$ cat src/spc_pkg.sv
// shared types and constants of the stepper position controller
package spc_pkg;

  localparam int unsigned PosW       = 25;
  localparam int unsigned StepW      = PosW + 1;
  localparam int unsigned MaxW       = 24;
  localparam int unsigned OpW        = 3;
  localparam int unsigned InDataW    = 32;
  localparam int unsigned OutDataW   = 32;
  localparam int unsigned QueueDepth = 2;

  localparam logic [MaxW-1:0] MaxReset = {MaxW{1'b1}};

  typedef enum logic [OpW-1:0] {
    OP_TICK      = 3'd0,
    OP_MOVE_REL  = 3'd1,
    OP_MOVE_ABS  = 3'd2,
    OP_HOME_LOW  = 3'd3,
    OP_HOME_HIGH = 3'd4
  } op_e;

  typedef enum logic [2:0] {
    KIND_TICK,
    KIND_REL,
    KIND_ABS,
    KIND_HOME_LOW,
    KIND_HOME_HIGH,
    KIND_NOP
  } kind_e;

  typedef enum logic [1:0] {
    STOP_OK      = 2'd0,
    STOP_ENDSTOP = 2'd1,
    STOP_CANCEL  = 2'd2
  } stop_e;

  typedef struct packed {
    kind_e            kind;
    logic [PosW-1:0]  distance;
    logic             limits;
    logic             endstop;
    logic             cancel;
  } cmd_t;

  typedef struct packed {
    stop_e            stop;
    logic             busy;
    logic [PosW-1:0]  position;
    logic             coil_b;
    logic             coil_a;
  } result_t;

endpackage

$ cat src/spc_front.sv
// front stage: takes requests and classifies them into commands
module spc_front (
  input  logic                        clk_i,
  input  logic                        rst_ni,
  input  logic                        in_valid_i,
  output logic                        in_ready_o,
  input  logic [spc_pkg::OpW-1:0]     in_op_i,
  input  logic [spc_pkg::PosW-1:0]    in_dist_i,
  input  logic                        in_limits_i,
  input  logic                        in_endstop_i,
  input  logic                        in_cancel_i,
  output logic                        cmd_valid_o,
  input  logic                        cmd_ready_i,
  output spc_pkg::cmd_t               cmd_o
);

  logic          valid_q, valid_d;
  spc_pkg::cmd_t cmd_q, cmd_d;
  spc_pkg::kind_e kind;

  always_comb begin
    case (spc_pkg::op_e'(in_op_i))
      spc_pkg::OP_TICK:      kind = spc_pkg::KIND_TICK;
      spc_pkg::OP_MOVE_REL:  kind = spc_pkg::KIND_REL;
      spc_pkg::OP_MOVE_ABS:  kind = spc_pkg::KIND_ABS;
      spc_pkg::OP_HOME_LOW:  kind = spc_pkg::KIND_HOME_LOW;
      spc_pkg::OP_HOME_HIGH: kind = spc_pkg::KIND_HOME_HIGH;
      default:               kind = spc_pkg::KIND_NOP;
    endcase
  end

  assign in_ready_o = !valid_q || cmd_ready_i;

  always_comb begin
    valid_d = valid_q;
    cmd_d   = cmd_q;
    if (in_ready_o) begin
      valid_d = in_valid_i;
    end
    if (in_ready_o && in_valid_i) begin
      cmd_d.kind     = kind;
      cmd_d.distance = in_dist_i;
      cmd_d.limits   = in_limits_i;
      cmd_d.endstop  = in_endstop_i;
      cmd_d.cancel   = in_cancel_i;
    end
  end

  always_ff @(posedge clk_i or negedge rst_ni) begin
    if (!rst_ni) begin
      valid_q <= 1'b0;
    end else begin
      valid_q <= valid_d;
    end
  end

  always_ff @(posedge clk_i) begin
    cmd_q <= cmd_d;
  end

  assign cmd_valid_o = valid_q;
  assign cmd_o       = cmd_q;

endmodule

$ cat src/spc_queue.sv
// short command queue between front and back
module spc_queue #(
  parameter int unsigned Depth = spc_pkg::QueueDepth
) (
  input  logic          clk_i,
  input  logic          rst_ni,
  input  logic          wr_valid_i,
  output logic          wr_ready_o,
  input  spc_pkg::cmd_t wr_data_i,
  output logic          rd_valid_o,
  input  logic          rd_ready_i,
  output spc_pkg::cmd_t rd_data_o
);

  localparam int unsigned PtrW = (Depth > 1) ? $clog2(Depth) : 1;
  localparam int unsigned CntW = $clog2(Depth + 1);
  localparam logic [PtrW-1:0] LastPtr = PtrW'(Depth - 1);
  localparam logic [CntW-1:0] FullCnt = CntW'(Depth);

  spc_pkg::cmd_t   mem_q [Depth];
  logic [PtrW-1:0] wr_ptr_q, wr_ptr_d, rd_ptr_q, rd_ptr_d;
  logic [CntW-1:0] cnt_q, cnt_d;
  logic            push, pop;

  assign wr_ready_o = cnt_q != FullCnt;
  assign rd_valid_o = cnt_q != '0;
  assign rd_data_o  = mem_q[rd_ptr_q];
  assign push       = wr_valid_i && wr_ready_o;
  assign pop        = rd_valid_o && rd_ready_i;

  always_comb begin
    wr_ptr_d = wr_ptr_q;
    rd_ptr_d = rd_ptr_q;
    cnt_d    = cnt_q;
    if (push) begin
      wr_ptr_d = (wr_ptr_q == LastPtr) ? '0 : wr_ptr_q + PtrW'(1);
    end
    if (pop) begin
      rd_ptr_d = (rd_ptr_q == LastPtr) ? '0 : rd_ptr_q + PtrW'(1);
    end
    if (push && !pop) begin
      cnt_d = cnt_q + CntW'(1);
    end else if (pop && !push) begin
      cnt_d = cnt_q - CntW'(1);
    end
  end

  always_ff @(posedge clk_i or negedge rst_ni) begin
    if (!rst_ni) begin
      wr_ptr_q <= '0;
      rd_ptr_q <= '0;
      cnt_q    <= '0;
    end else begin
      wr_ptr_q <= wr_ptr_d;
      rd_ptr_q <= rd_ptr_d;
      cnt_q    <= cnt_d;
    end
  end

  always_ff @(posedge clk_i) begin
    if (push) begin
      mem_q[wr_ptr_q] <= wr_data_i;
    end
  end

endmodule

$ cat src/spc_back.sv
// back stage: motion state, step execution and result register
module spc_back (
  input  logic                      clk_i,
  input  logic                      rst_ni,
  input  logic [spc_pkg::MaxW-1:0]  max_pos_i,
  input  logic                      cmd_valid_i,
  output logic                      cmd_ready_o,
  input  spc_pkg::cmd_t             cmd_i,
  output logic                      res_valid_o,
  input  logic                      res_ready_i,
  output spc_pkg::result_t          res_o
);

  localparam int unsigned PosW  = spc_pkg::PosW;
  localparam int unsigned StepW = spc_pkg::StepW;

  typedef enum logic [1:0] {
    HOME_NONE = 2'd0,
    HOME_LOW  = 2'd1,
    HOME_HIGH = 2'd2
  } home_e;

  logic [PosW-1:0]    pos_q, pos_d;
  logic [StepW-1:0]   steps_q, steps_d;
  logic [1:0]         phase_q, phase_d;
  spc_pkg::stop_e     stop_q, stop_d;
  home_e              home_q, home_d;
  logic               res_valid_q, res_valid_d;
  spc_pkg::result_t   res_q, res_d;

  logic [StepW-1:0]   pos_ext, dist_ext, max_ext, base, target, move_steps, step_next;
  logic               fire;

  assign cmd_ready_o = !res_valid_q || res_ready_i;
  assign fire        = cmd_valid_i && cmd_ready_o;

  always_comb begin
    pos_ext  = {pos_q[PosW-1], pos_q};
    dist_ext = {cmd_i.distance[PosW-1], cmd_i.distance};
    max_ext  = StepW'(max_pos_i);
    base     = (cmd_i.kind == spc_pkg::KIND_REL) ? pos_ext + dist_ext : dist_ext;
    target   = base;
    if (cmd_i.limits) begin
      if ($signed(base) > $signed(max_ext)) begin
        target = max_ext;
      end else if (base[StepW-1]) begin
        target = '0;
      end
    end
    move_steps = target - pos_ext;
    step_next  = steps_q[StepW-1] ? steps_q + StepW'(1) : steps_q - StepW'(1);

    pos_d   = pos_q;
    steps_d = steps_q;
    phase_d = phase_q;
    stop_d  = stop_q;
    home_d  = home_q;

    case (cmd_i.kind)
      spc_pkg::KIND_TICK: begin
        if (steps_q != '0) begin
          if (cmd_i.endstop) begin
            stop_d  = spc_pkg::STOP_ENDSTOP;
            steps_d = '0;
            home_d  = HOME_NONE;
            if (home_q == HOME_LOW) begin
              pos_d = '0;
            end else if (home_q == HOME_HIGH) begin
              pos_d = PosW'(max_pos_i);
            end
          end else if (cmd_i.cancel) begin
            stop_d  = spc_pkg::STOP_CANCEL;
            steps_d = '0;
            home_d  = HOME_NONE;
          end else begin
            steps_d = step_next;
            if (!steps_q[StepW-1]) begin
              phase_d = phase_q + 2'd1;
              pos_d   = pos_q + PosW'(1);
            end else begin
              phase_d = phase_q - 2'd1;
              pos_d   = pos_q - PosW'(1);
            end
            if (step_next == '0) begin
              home_d = HOME_NONE;
            end
          end
        end
      end
      spc_pkg::KIND_REL, spc_pkg::KIND_ABS: begin
        steps_d = move_steps;
        stop_d  = spc_pkg::STOP_OK;
        home_d  = HOME_NONE;
      end
      spc_pkg::KIND_HOME_LOW: begin
        steps_d = StepW'(0) - max_ext;
        stop_d  = spc_pkg::STOP_OK;
        home_d  = (max_pos_i != '0) ? HOME_LOW : HOME_NONE;
      end
      spc_pkg::KIND_HOME_HIGH: begin
        steps_d = max_ext;
        stop_d  = spc_pkg::STOP_OK;
        home_d  = (max_pos_i != '0) ? HOME_HIGH : HOME_NONE;
      end
      default: begin
      end
    endcase

    res_d.coil_a   = phase_d[1] ^ phase_d[0];
    res_d.coil_b   = phase_d[1];
    res_d.position = pos_d;
    res_d.busy     = steps_d != '0;
    res_d.stop     = stop_d;

    res_valid_d = res_valid_q;
    if (cmd_ready_o) begin
      res_valid_d = cmd_valid_i;
    end
  end

  always_ff @(posedge clk_i or negedge rst_ni) begin
    if (!rst_ni) begin
      pos_q       <= '0;
      steps_q     <= '0;
      phase_q     <= '0;
      stop_q      <= spc_pkg::STOP_OK;
      home_q      <= HOME_NONE;
      res_valid_q <= 1'b0;
    end else begin
      res_valid_q <= res_valid_d;
      if (fire) begin
        pos_q   <= pos_d;
        steps_q <= steps_d;
        phase_q <= phase_d;
        stop_q  <= stop_d;
        home_q  <= home_d;
      end
    end
  end

  always_ff @(posedge clk_i) begin
    if (fire) begin
      res_q <= res_d;
    end
  end

  assign res_valid_o = res_valid_q;
  assign res_o       = res_q;

endmodule

$ cat src/stepper_position_controller.sv
// full-step bipolar stepper position controller, top level
// path: a request passes the front register and the queue; its result is registered in the back stage
// throughput: one request per cycle unless results stall, set by the step update in the back stage
// the command queue lets requests keep flowing for its depth while results are stalled
// reset: asynchronous active low; position, remaining steps, phase and flags clear,
// max_position returns to 16777215
module stepper_position_controller #(
  parameter int unsigned QueueDepth = spc_pkg::QueueDepth
) (
  input  logic                          clk_i,
  input  logic                          rst_ni,
  input  logic                          cfg_we_i,
  input  logic [spc_pkg::MaxW-1:0]      cfg_wdata_i,     // max_position
  input  logic                          s_axis_tvalid,
  output logic                          s_axis_tready,
  input  logic [spc_pkg::InDataW-1:0]   s_axis_tdata,    // distance, use_limits, endstop, cancel
  input  logic [spc_pkg::OpW-1:0]       s_axis_tuser,    // op
  output logic                          m_axis_tvalid,
  input  logic                          m_axis_tready,
  output logic [spc_pkg::OutDataW-1:0]  m_axis_tdata     // coil_a, coil_b, position, busy_res, stop_flag
);

  localparam int unsigned PosW = spc_pkg::PosW;
  localparam int unsigned ResW = $bits(spc_pkg::result_t);

  logic [spc_pkg::MaxW-1:0] max_pos_q;
  logic                     fq_valid, fq_ready, qb_valid, qb_ready;
  spc_pkg::cmd_t            fq_cmd, qb_cmd;
  spc_pkg::result_t         res;

  always_ff @(posedge clk_i or negedge rst_ni) begin
    if (!rst_ni) begin
      max_pos_q <= spc_pkg::MaxReset;
    end else if (cfg_we_i) begin
      max_pos_q <= cfg_wdata_i;
    end
  end

  spc_front u_front (
    .clk_i        (clk_i),
    .rst_ni       (rst_ni),
    .in_valid_i   (s_axis_tvalid),
    .in_ready_o   (s_axis_tready),
    .in_op_i      (s_axis_tuser),
    .in_dist_i    (s_axis_tdata[PosW-1:0]),
    .in_limits_i  (s_axis_tdata[PosW]),
    .in_endstop_i (s_axis_tdata[PosW+1]),
    .in_cancel_i  (s_axis_tdata[PosW+2]),
    .cmd_valid_o  (fq_valid),
    .cmd_ready_i  (fq_ready),
    .cmd_o        (fq_cmd)
  );

  spc_queue #(
    .Depth (QueueDepth)
  ) u_queue (
    .clk_i      (clk_i),
    .rst_ni     (rst_ni),
    .wr_valid_i (fq_valid),
    .wr_ready_o (fq_ready),
    .wr_data_i  (fq_cmd),
    .rd_valid_o (qb_valid),
    .rd_ready_i (qb_ready),
    .rd_data_o  (qb_cmd)
  );

  spc_back u_back (
    .clk_i       (clk_i),
    .rst_ni      (rst_ni),
    .max_pos_i   (max_pos_q),
    .cmd_valid_i (qb_valid),
    .cmd_ready_o (qb_ready),
    .cmd_i       (qb_cmd),
    .res_valid_o (m_axis_tvalid),
    .res_ready_i (m_axis_tready),
    .res_o       (res)
  );

  assign m_axis_tdata = {{(spc_pkg::OutDataW - ResW){1'b0}}, res};

endmodule

$ cat config.mk
export PLATFORM = sky130hd
export DESIGN_NAME = stepper_position_controller
export DESIGN_NICKNAME = d
export VERILOG_FILES = /design/src/spc_pkg.sv /design/src/spc_front.sv /design/src/spc_queue.sv /design/src/spc_back.sv /design/src/stepper_position_controller.sv
export SDC_FILE = /design/constraint.sdc
export NUM_CORES = 1
export LEC_CHECK = 0
export BUFFER_PORTS_ARGS = -buffer_cell sky130_fd_sc_hd__buf_2
export CELL_PAD_IN_SITES_DETAIL_PLACEMENT = 2
export CELL_PAD_IN_SITES_GLOBAL_PLACEMENT = 2
export CORE_ASPECT_RATIO = 0.6
export CORE_MARGIN = 1.5
export CORE_UTILIZATION = 40
export DETAILED_ROUTE_END_ITERATION = 16
export PLACE_DENSITY = 0.85
export SETUP_SLACK_MARGIN = 0.1
export SYNTH_ARGS = -nofsm -noshare
export SYNTH_HDL_FRONTEND = slang
export SYNTH_SLANG_ARGS = --single-unit
$ cat constraint.sdc
create_clock -name clk_i -period 18.35 [get_ports clk_i]
set_clock_uncertainty 0.1 [all_clocks]
set_input_delay 0.9175 -clock clk_i [delete_from_list [all_inputs] [get_ports clk_i]]
set_output_delay 0.9175 -clock clk_i [all_outputs]
set_load 0.05 [all_outputs]
==> report_table.html <==
<table>
<tr><th>Metric</th><th>Value</th></tr>
<tr><th colspan="2">Outcome</th></tr>
<tr><td>Result of the run</td><td>finished clean</td></tr>
<tr><th colspan="2">Detailed routing</th></tr>
<tr><td>DRC Markers</td><td>0</td></tr>
<tr><td>DR pass1 iterations</td><td>6</td></tr>
<tr><td>Via-to-Cell Ratio</td><td>6.37</td></tr>
<tr><td>Vias post-DR</td><td>15100</td></tr>
<tr><td>Per-cell routed wire length</td><td>27.7 µm</td></tr>
<tr><td>Number of nets with antenna violations after detailed routing</td><td>0</td></tr>
<tr><td>DRT Wirelength</td><td>65600 µm</td></tr>
<tr><td>DRT iter0 DRCs</td><td>1537</td></tr>
<tr><th colspan="2">Placement</th></tr>
<tr><td>Buffers added on ports</td><td>91</td></tr>
<tr><td>Last weighted congestion value of the routability-driven placer</td><td>0.947</td></tr>
<tr><td>Cells after DPL</td><td>2325</td></tr>
<tr><td>Sum of net half-perimeters after detailed placement</td><td>50400 µm</td></tr>
<tr><td>Pre-CTS setup slack</td><td>7.06 ns</td></tr>
<tr><th colspan="2">STA</th></tr>
<tr><td>Transition at the pin with the smallest max-transition slack</td><td>1.28 ns</td></tr>
<tr><td>Final critical-path share of the clock period</td><td>0.654</td></tr>
<tr><td>Number of hold violations in the final report</td><td>0</td></tr>
<tr><td>Final-report setup violation count</td><td>0</td></tr>
<tr><td>Unrepaired setup endpoints after global routing</td><td>false</td></tr>
<tr><td>Relative slew slack</td><td>0.137</td></tr>
<tr><td>Final setup TNS</td><td>0 ns</td></tr>
<tr><td>Final worst setup slack</td><td>6.35 ns</td></tr>
<tr><td>Highest clock frequency the design can meet</td><td>83.4 MHz</td></tr>
<tr><td>Min Tclk post-route</td><td>12.00 ns</td></tr>
<tr><td>Fin. max-slew vios</td><td>0</td></tr>
<tr><td>Post-Route Hold Slack</td><td>0.276 ns</td></tr>
<tr><th colspan="2">Logic synthesis</th></tr>
<tr><td>Yosys warnings</td><td>0</td></tr>
<tr><td>Async set-or-reset flop fraction in the synthesized netlist</td><td>0.414</td></tr>
<tr><td>Synthesized cell area</td><td>15800 µm²</td></tr>
<tr><td>FF+latch count, synth</td><td>210</td></tr>
<tr><td>Synthesized area per cell</td><td>9.02 µm²</td></tr>
<tr><td>Post-Syn Instances</td><td>1755</td></tr>
<tr><td>Number of enable flip-flop cells after synthesis</td><td>123</td></tr>
<tr><td>Most frequently used flop master after synthesis</td><td>sky130_fd_sc_hd__edfxtp_1</td></tr>
<tr><td>Most common cell in the synthesized netlist</td><td>sky130_fd_sc_hd__nand2_1</td></tr>
<tr><td>Sequential area share after synthesis</td><td>0.373</td></tr>
<tr><td>Cell types with the highest counts after synthesis</td><td>sky130_fd_sc_hd__nand2_1 (186), sky130_fd_sc_hd__o21ai_0 (173), sky130_fd_sc_hd__ha_1 (125)</td></tr>
<tr><td>Top-area cell type share of the netlist area</td><td>0.233</td></tr>
<tr><td>Library cell with the largest summed area after synthesis</td><td>sky130_fd_sc_hd__edfxtp_1</td></tr>
<tr><td>Synth top area cells</td><td>sky130_fd_sc_hd__edfxtp_1 (23%), sky130_fd_sc_hd__dfrtp_1 (10%), sky130_fd_sc_hd__ha_1 (9.9%)</td></tr>
<tr><td>Number of distinct library cell variants in the gate-level netlist after synthesis</td><td>81</td></tr>
<tr><th colspan="2">Clocking</th></tr>
<tr><td>Quantity of gates resized following cts</td><td>0</td></tr>
<tr><td>Post-CTS setup buffer count</td><td>0</td></tr>
<tr><td>Quantity of hold-fixing buffers added after cts</td><td>0</td></tr>
<tr><td>TritonCTS clock tree</td><td>built</td></tr>
<tr><td>Clock root buffer</td><td>sky130_fd_sc_hd__clkbuf_16</td></tr>
<tr><td>TritonCTS sink count</td><td>210</td></tr>
<tr><td>Clock tree buffer depth</td><td>3</td></tr>
<tr><td>Clock latency on the worst-skew pair</td><td>0.57 ns</td></tr>
<tr><td>Number of buffers created by CTS</td><td>23</td></tr>
<tr><td>Clock-pin transition on the worst setup and hold timing paths</td><td>0.06 ns</td></tr>
<tr><td># H-tree levels</td><td>1</td></tr>
<tr><th colspan="2">Finish</th></tr>
<tr><td>Number of nets in the final layout</td><td>2021</td></tr>
<tr><td>Area added between synthesis and finish</td><td>11.1%</td></tr>
<tr><td>Antenna diode instance count</td><td>0</td></tr>
<tr><td>Ratio of cells with drive above 1 in the final layout</td><td>0.122</td></tr>
<tr><td>Non-filler cells in the finished layout</td><td>2367</td></tr>
<tr><th colspan="2">GRT</th></tr>
<tr><td>Maximum number of pins on one net before global-route repair</td><td>52</td></tr>
<tr><td>Number of global-route vias before repair</td><td>15900</td></tr>
<tr><td>Global route total overflow</td><td>0</td></tr>
<tr><td>Overall Global Routing Usage</td><td>0.320</td></tr>
<tr><td>Number of antenna violations at the first check in global routing</td><td>2</td></tr>
<tr><td>Global-route wire length before repair</td><td>98600 µm</td></tr>
<tr><th colspan="2">Setup path</th></tr>
<tr><td>Path type of the worst setup path</td><td>register to register</td></tr>
<tr><td>Critical-path maximum fanout</td><td>51</td></tr>
<tr><td>Worst setup SP type</td><td>register</td></tr>
<tr><td>Register-to-Register Path Depth</td><td>35</td></tr>
<tr><td>Critical Path Most Common Cell</td><td>sky130_fd_sc_hd__nor3_1</td></tr>
<tr><td>Type of destination of the critical path</td><td>register</td></tr>
<tr><td>Worst R2R End</td><td>u_back.res_o[27]</td></tr>
<tr><td>Worst reg-to-reg setup slack</td><td>6.35 ns</td></tr>
<tr><td>Stage delay of the slowest cell on the critical path</td><td>0.97 ns</td></tr>
<tr><td>Slowest library cell on the worst path</td><td>sky130_fd_sc_hd__nor3_1</td></tr>
<tr><td>Worst r2r src</td><td>u_queue.rd_ptr_q</td></tr>
<tr><td>Data arrival time of the critical path</td><td>12.16 ns</td></tr>
<tr><td>Data required time at the worst endpoint</td><td>18.52 ns</td></tr>
<tr><th colspan="2">Floorplanning</th></tr>
<tr><td>Io pins</td><td>98</td></tr>
<tr><td>Vertical die dimension</td><td>157 µm</td></tr>
<tr><td>Core area</td><td>39000 µm²</td></tr>
<tr><td>Total Die Area</td><td>40800 µm²</td></tr>
<tr><td>Die extent in x</td><td>260 µm</td></tr>
<tr><td>Count of standard-cell rows</td><td>56</td></tr>
<tr><td>Initial Utilization</td><td>0.405</td></tr>
<tr><th colspan="2">Run</th></tr>
<tr><td>Reported max-cap violation count</td><td>0</td></tr>
<tr><th colspan="2">Worst hold path</th></tr>
<tr><td>Min-delay worst type</td><td>input port to async pin</td></tr>
</table>
==> cells by family after synthesis <==
kind of cell               Yosys count  synth area share
AOI/OAI and AO/OA                  562             0.231
and+or+nand+nor                    526             0.162
DFF                                210             0.373
adders and majority gates          129             0.104
xor gates and xnor gates            92            0.0509
other                                1          0.000237
buffers and inverters              184            0.0447
muxes                               51            0.0342
==> registers in the layout (all words and copies together) (netlist names) <==
register / cells
u_front.cmd_valid_o: 1
u_back.home_q: 2
u_queue.mem_q: 62
u_front.cmd_o: 31
u_back.steps_q: 26
u_back.res_o: 30
max_pos_q: 24
u_back.res_valid_o: 1
u_back.pos_q: 25
u_queue.cnt_q: 2
u_back.stop_q: 2
u_back.phase_q: 2
u_queue.rd_ptr_q: 1
u_queue.wr_ptr_q: 1
==> metrics by stage <==
stage                      util  area [µm²]
after floorplan               -       15800
after global placement    0.432       16900
after detailed placement  0.432       16900
after CTS                 0.450       17600
after global routing      0.450       17600
final                     0.450       17600
==> worst max path at each step <==
stage	from	endpoint
finish	u_queue.rd_ptr_q	u_back.res_o[27]
global route	u_queue.rd_ptr_q	u_back.res_o[27]
CTS	u_queue.rd_ptr_q	u_back.res_o[27]
detailed placement	u_queue.rd_ptr_q	u_back.res_o[27]
global placement	u_queue.rd_ptr_q	u_back.res_o[27]
floorplan	u_queue.rd_ptr_q	u_back.res_o[27]
==> layout make-up <==
| type | count | area [µm²] |
|---|---|---|
| Clock buffer | 30 | 602 |
| Clock inverter | 12 | 103 |
| Inverter | 117 | 439 |
| Sequential cell | 210 | 5900 |
| Fill cell | 4213 | 21500 |
| Tap cell | 522 | 653 |
| Multi-Input combinational cell | 1362 | 9250 |
| Timing Repair Buffer | 114 | 631 |
==> worst max-delay path: cells and delay by family (launching register included) <==
kind,cells,cell delay [ns]
AOI/OAI and AO/OA,11,3.91
adders and majority gates,3,1.20
buffers and inverters,3,0.92
DFF,1,0.34
xor gates and xnor gates,2,0.37
muxes,1,0.45
and+or+nand+nor,15,4.31
==> placed cells by master (no fill, tap or decap), drive strengths merged, types with 26 or more instances in the layout <==
cell and count:
a21o 40, a21oi 112, buf 114, clkbuf 30, dfrtp 63, edfxtp 123, ha 125, inv 118
mux2i 26, nand2 186, nand3 30, nand4 28, nor2 110, nor3 37, o21ai 175, xnor2 63
xor2 29
==> metal layers <==
layer  share of wire  vias to the layer above  wire, µm  global-route usage
li1                -                     6687         -                   -
met1            0.45                     7675     29400               0.445
met2            0.44                      593     28900               0.499
met3           0.080                      119      5250              0.0660
met4           0.030                        2      1940              0.0963
met5         0.00017                        -        11                   0
Power is left out: the tool's default activity adds up to more than one toggle a clock period on the data nets, which glitch-free logic cannot reach.
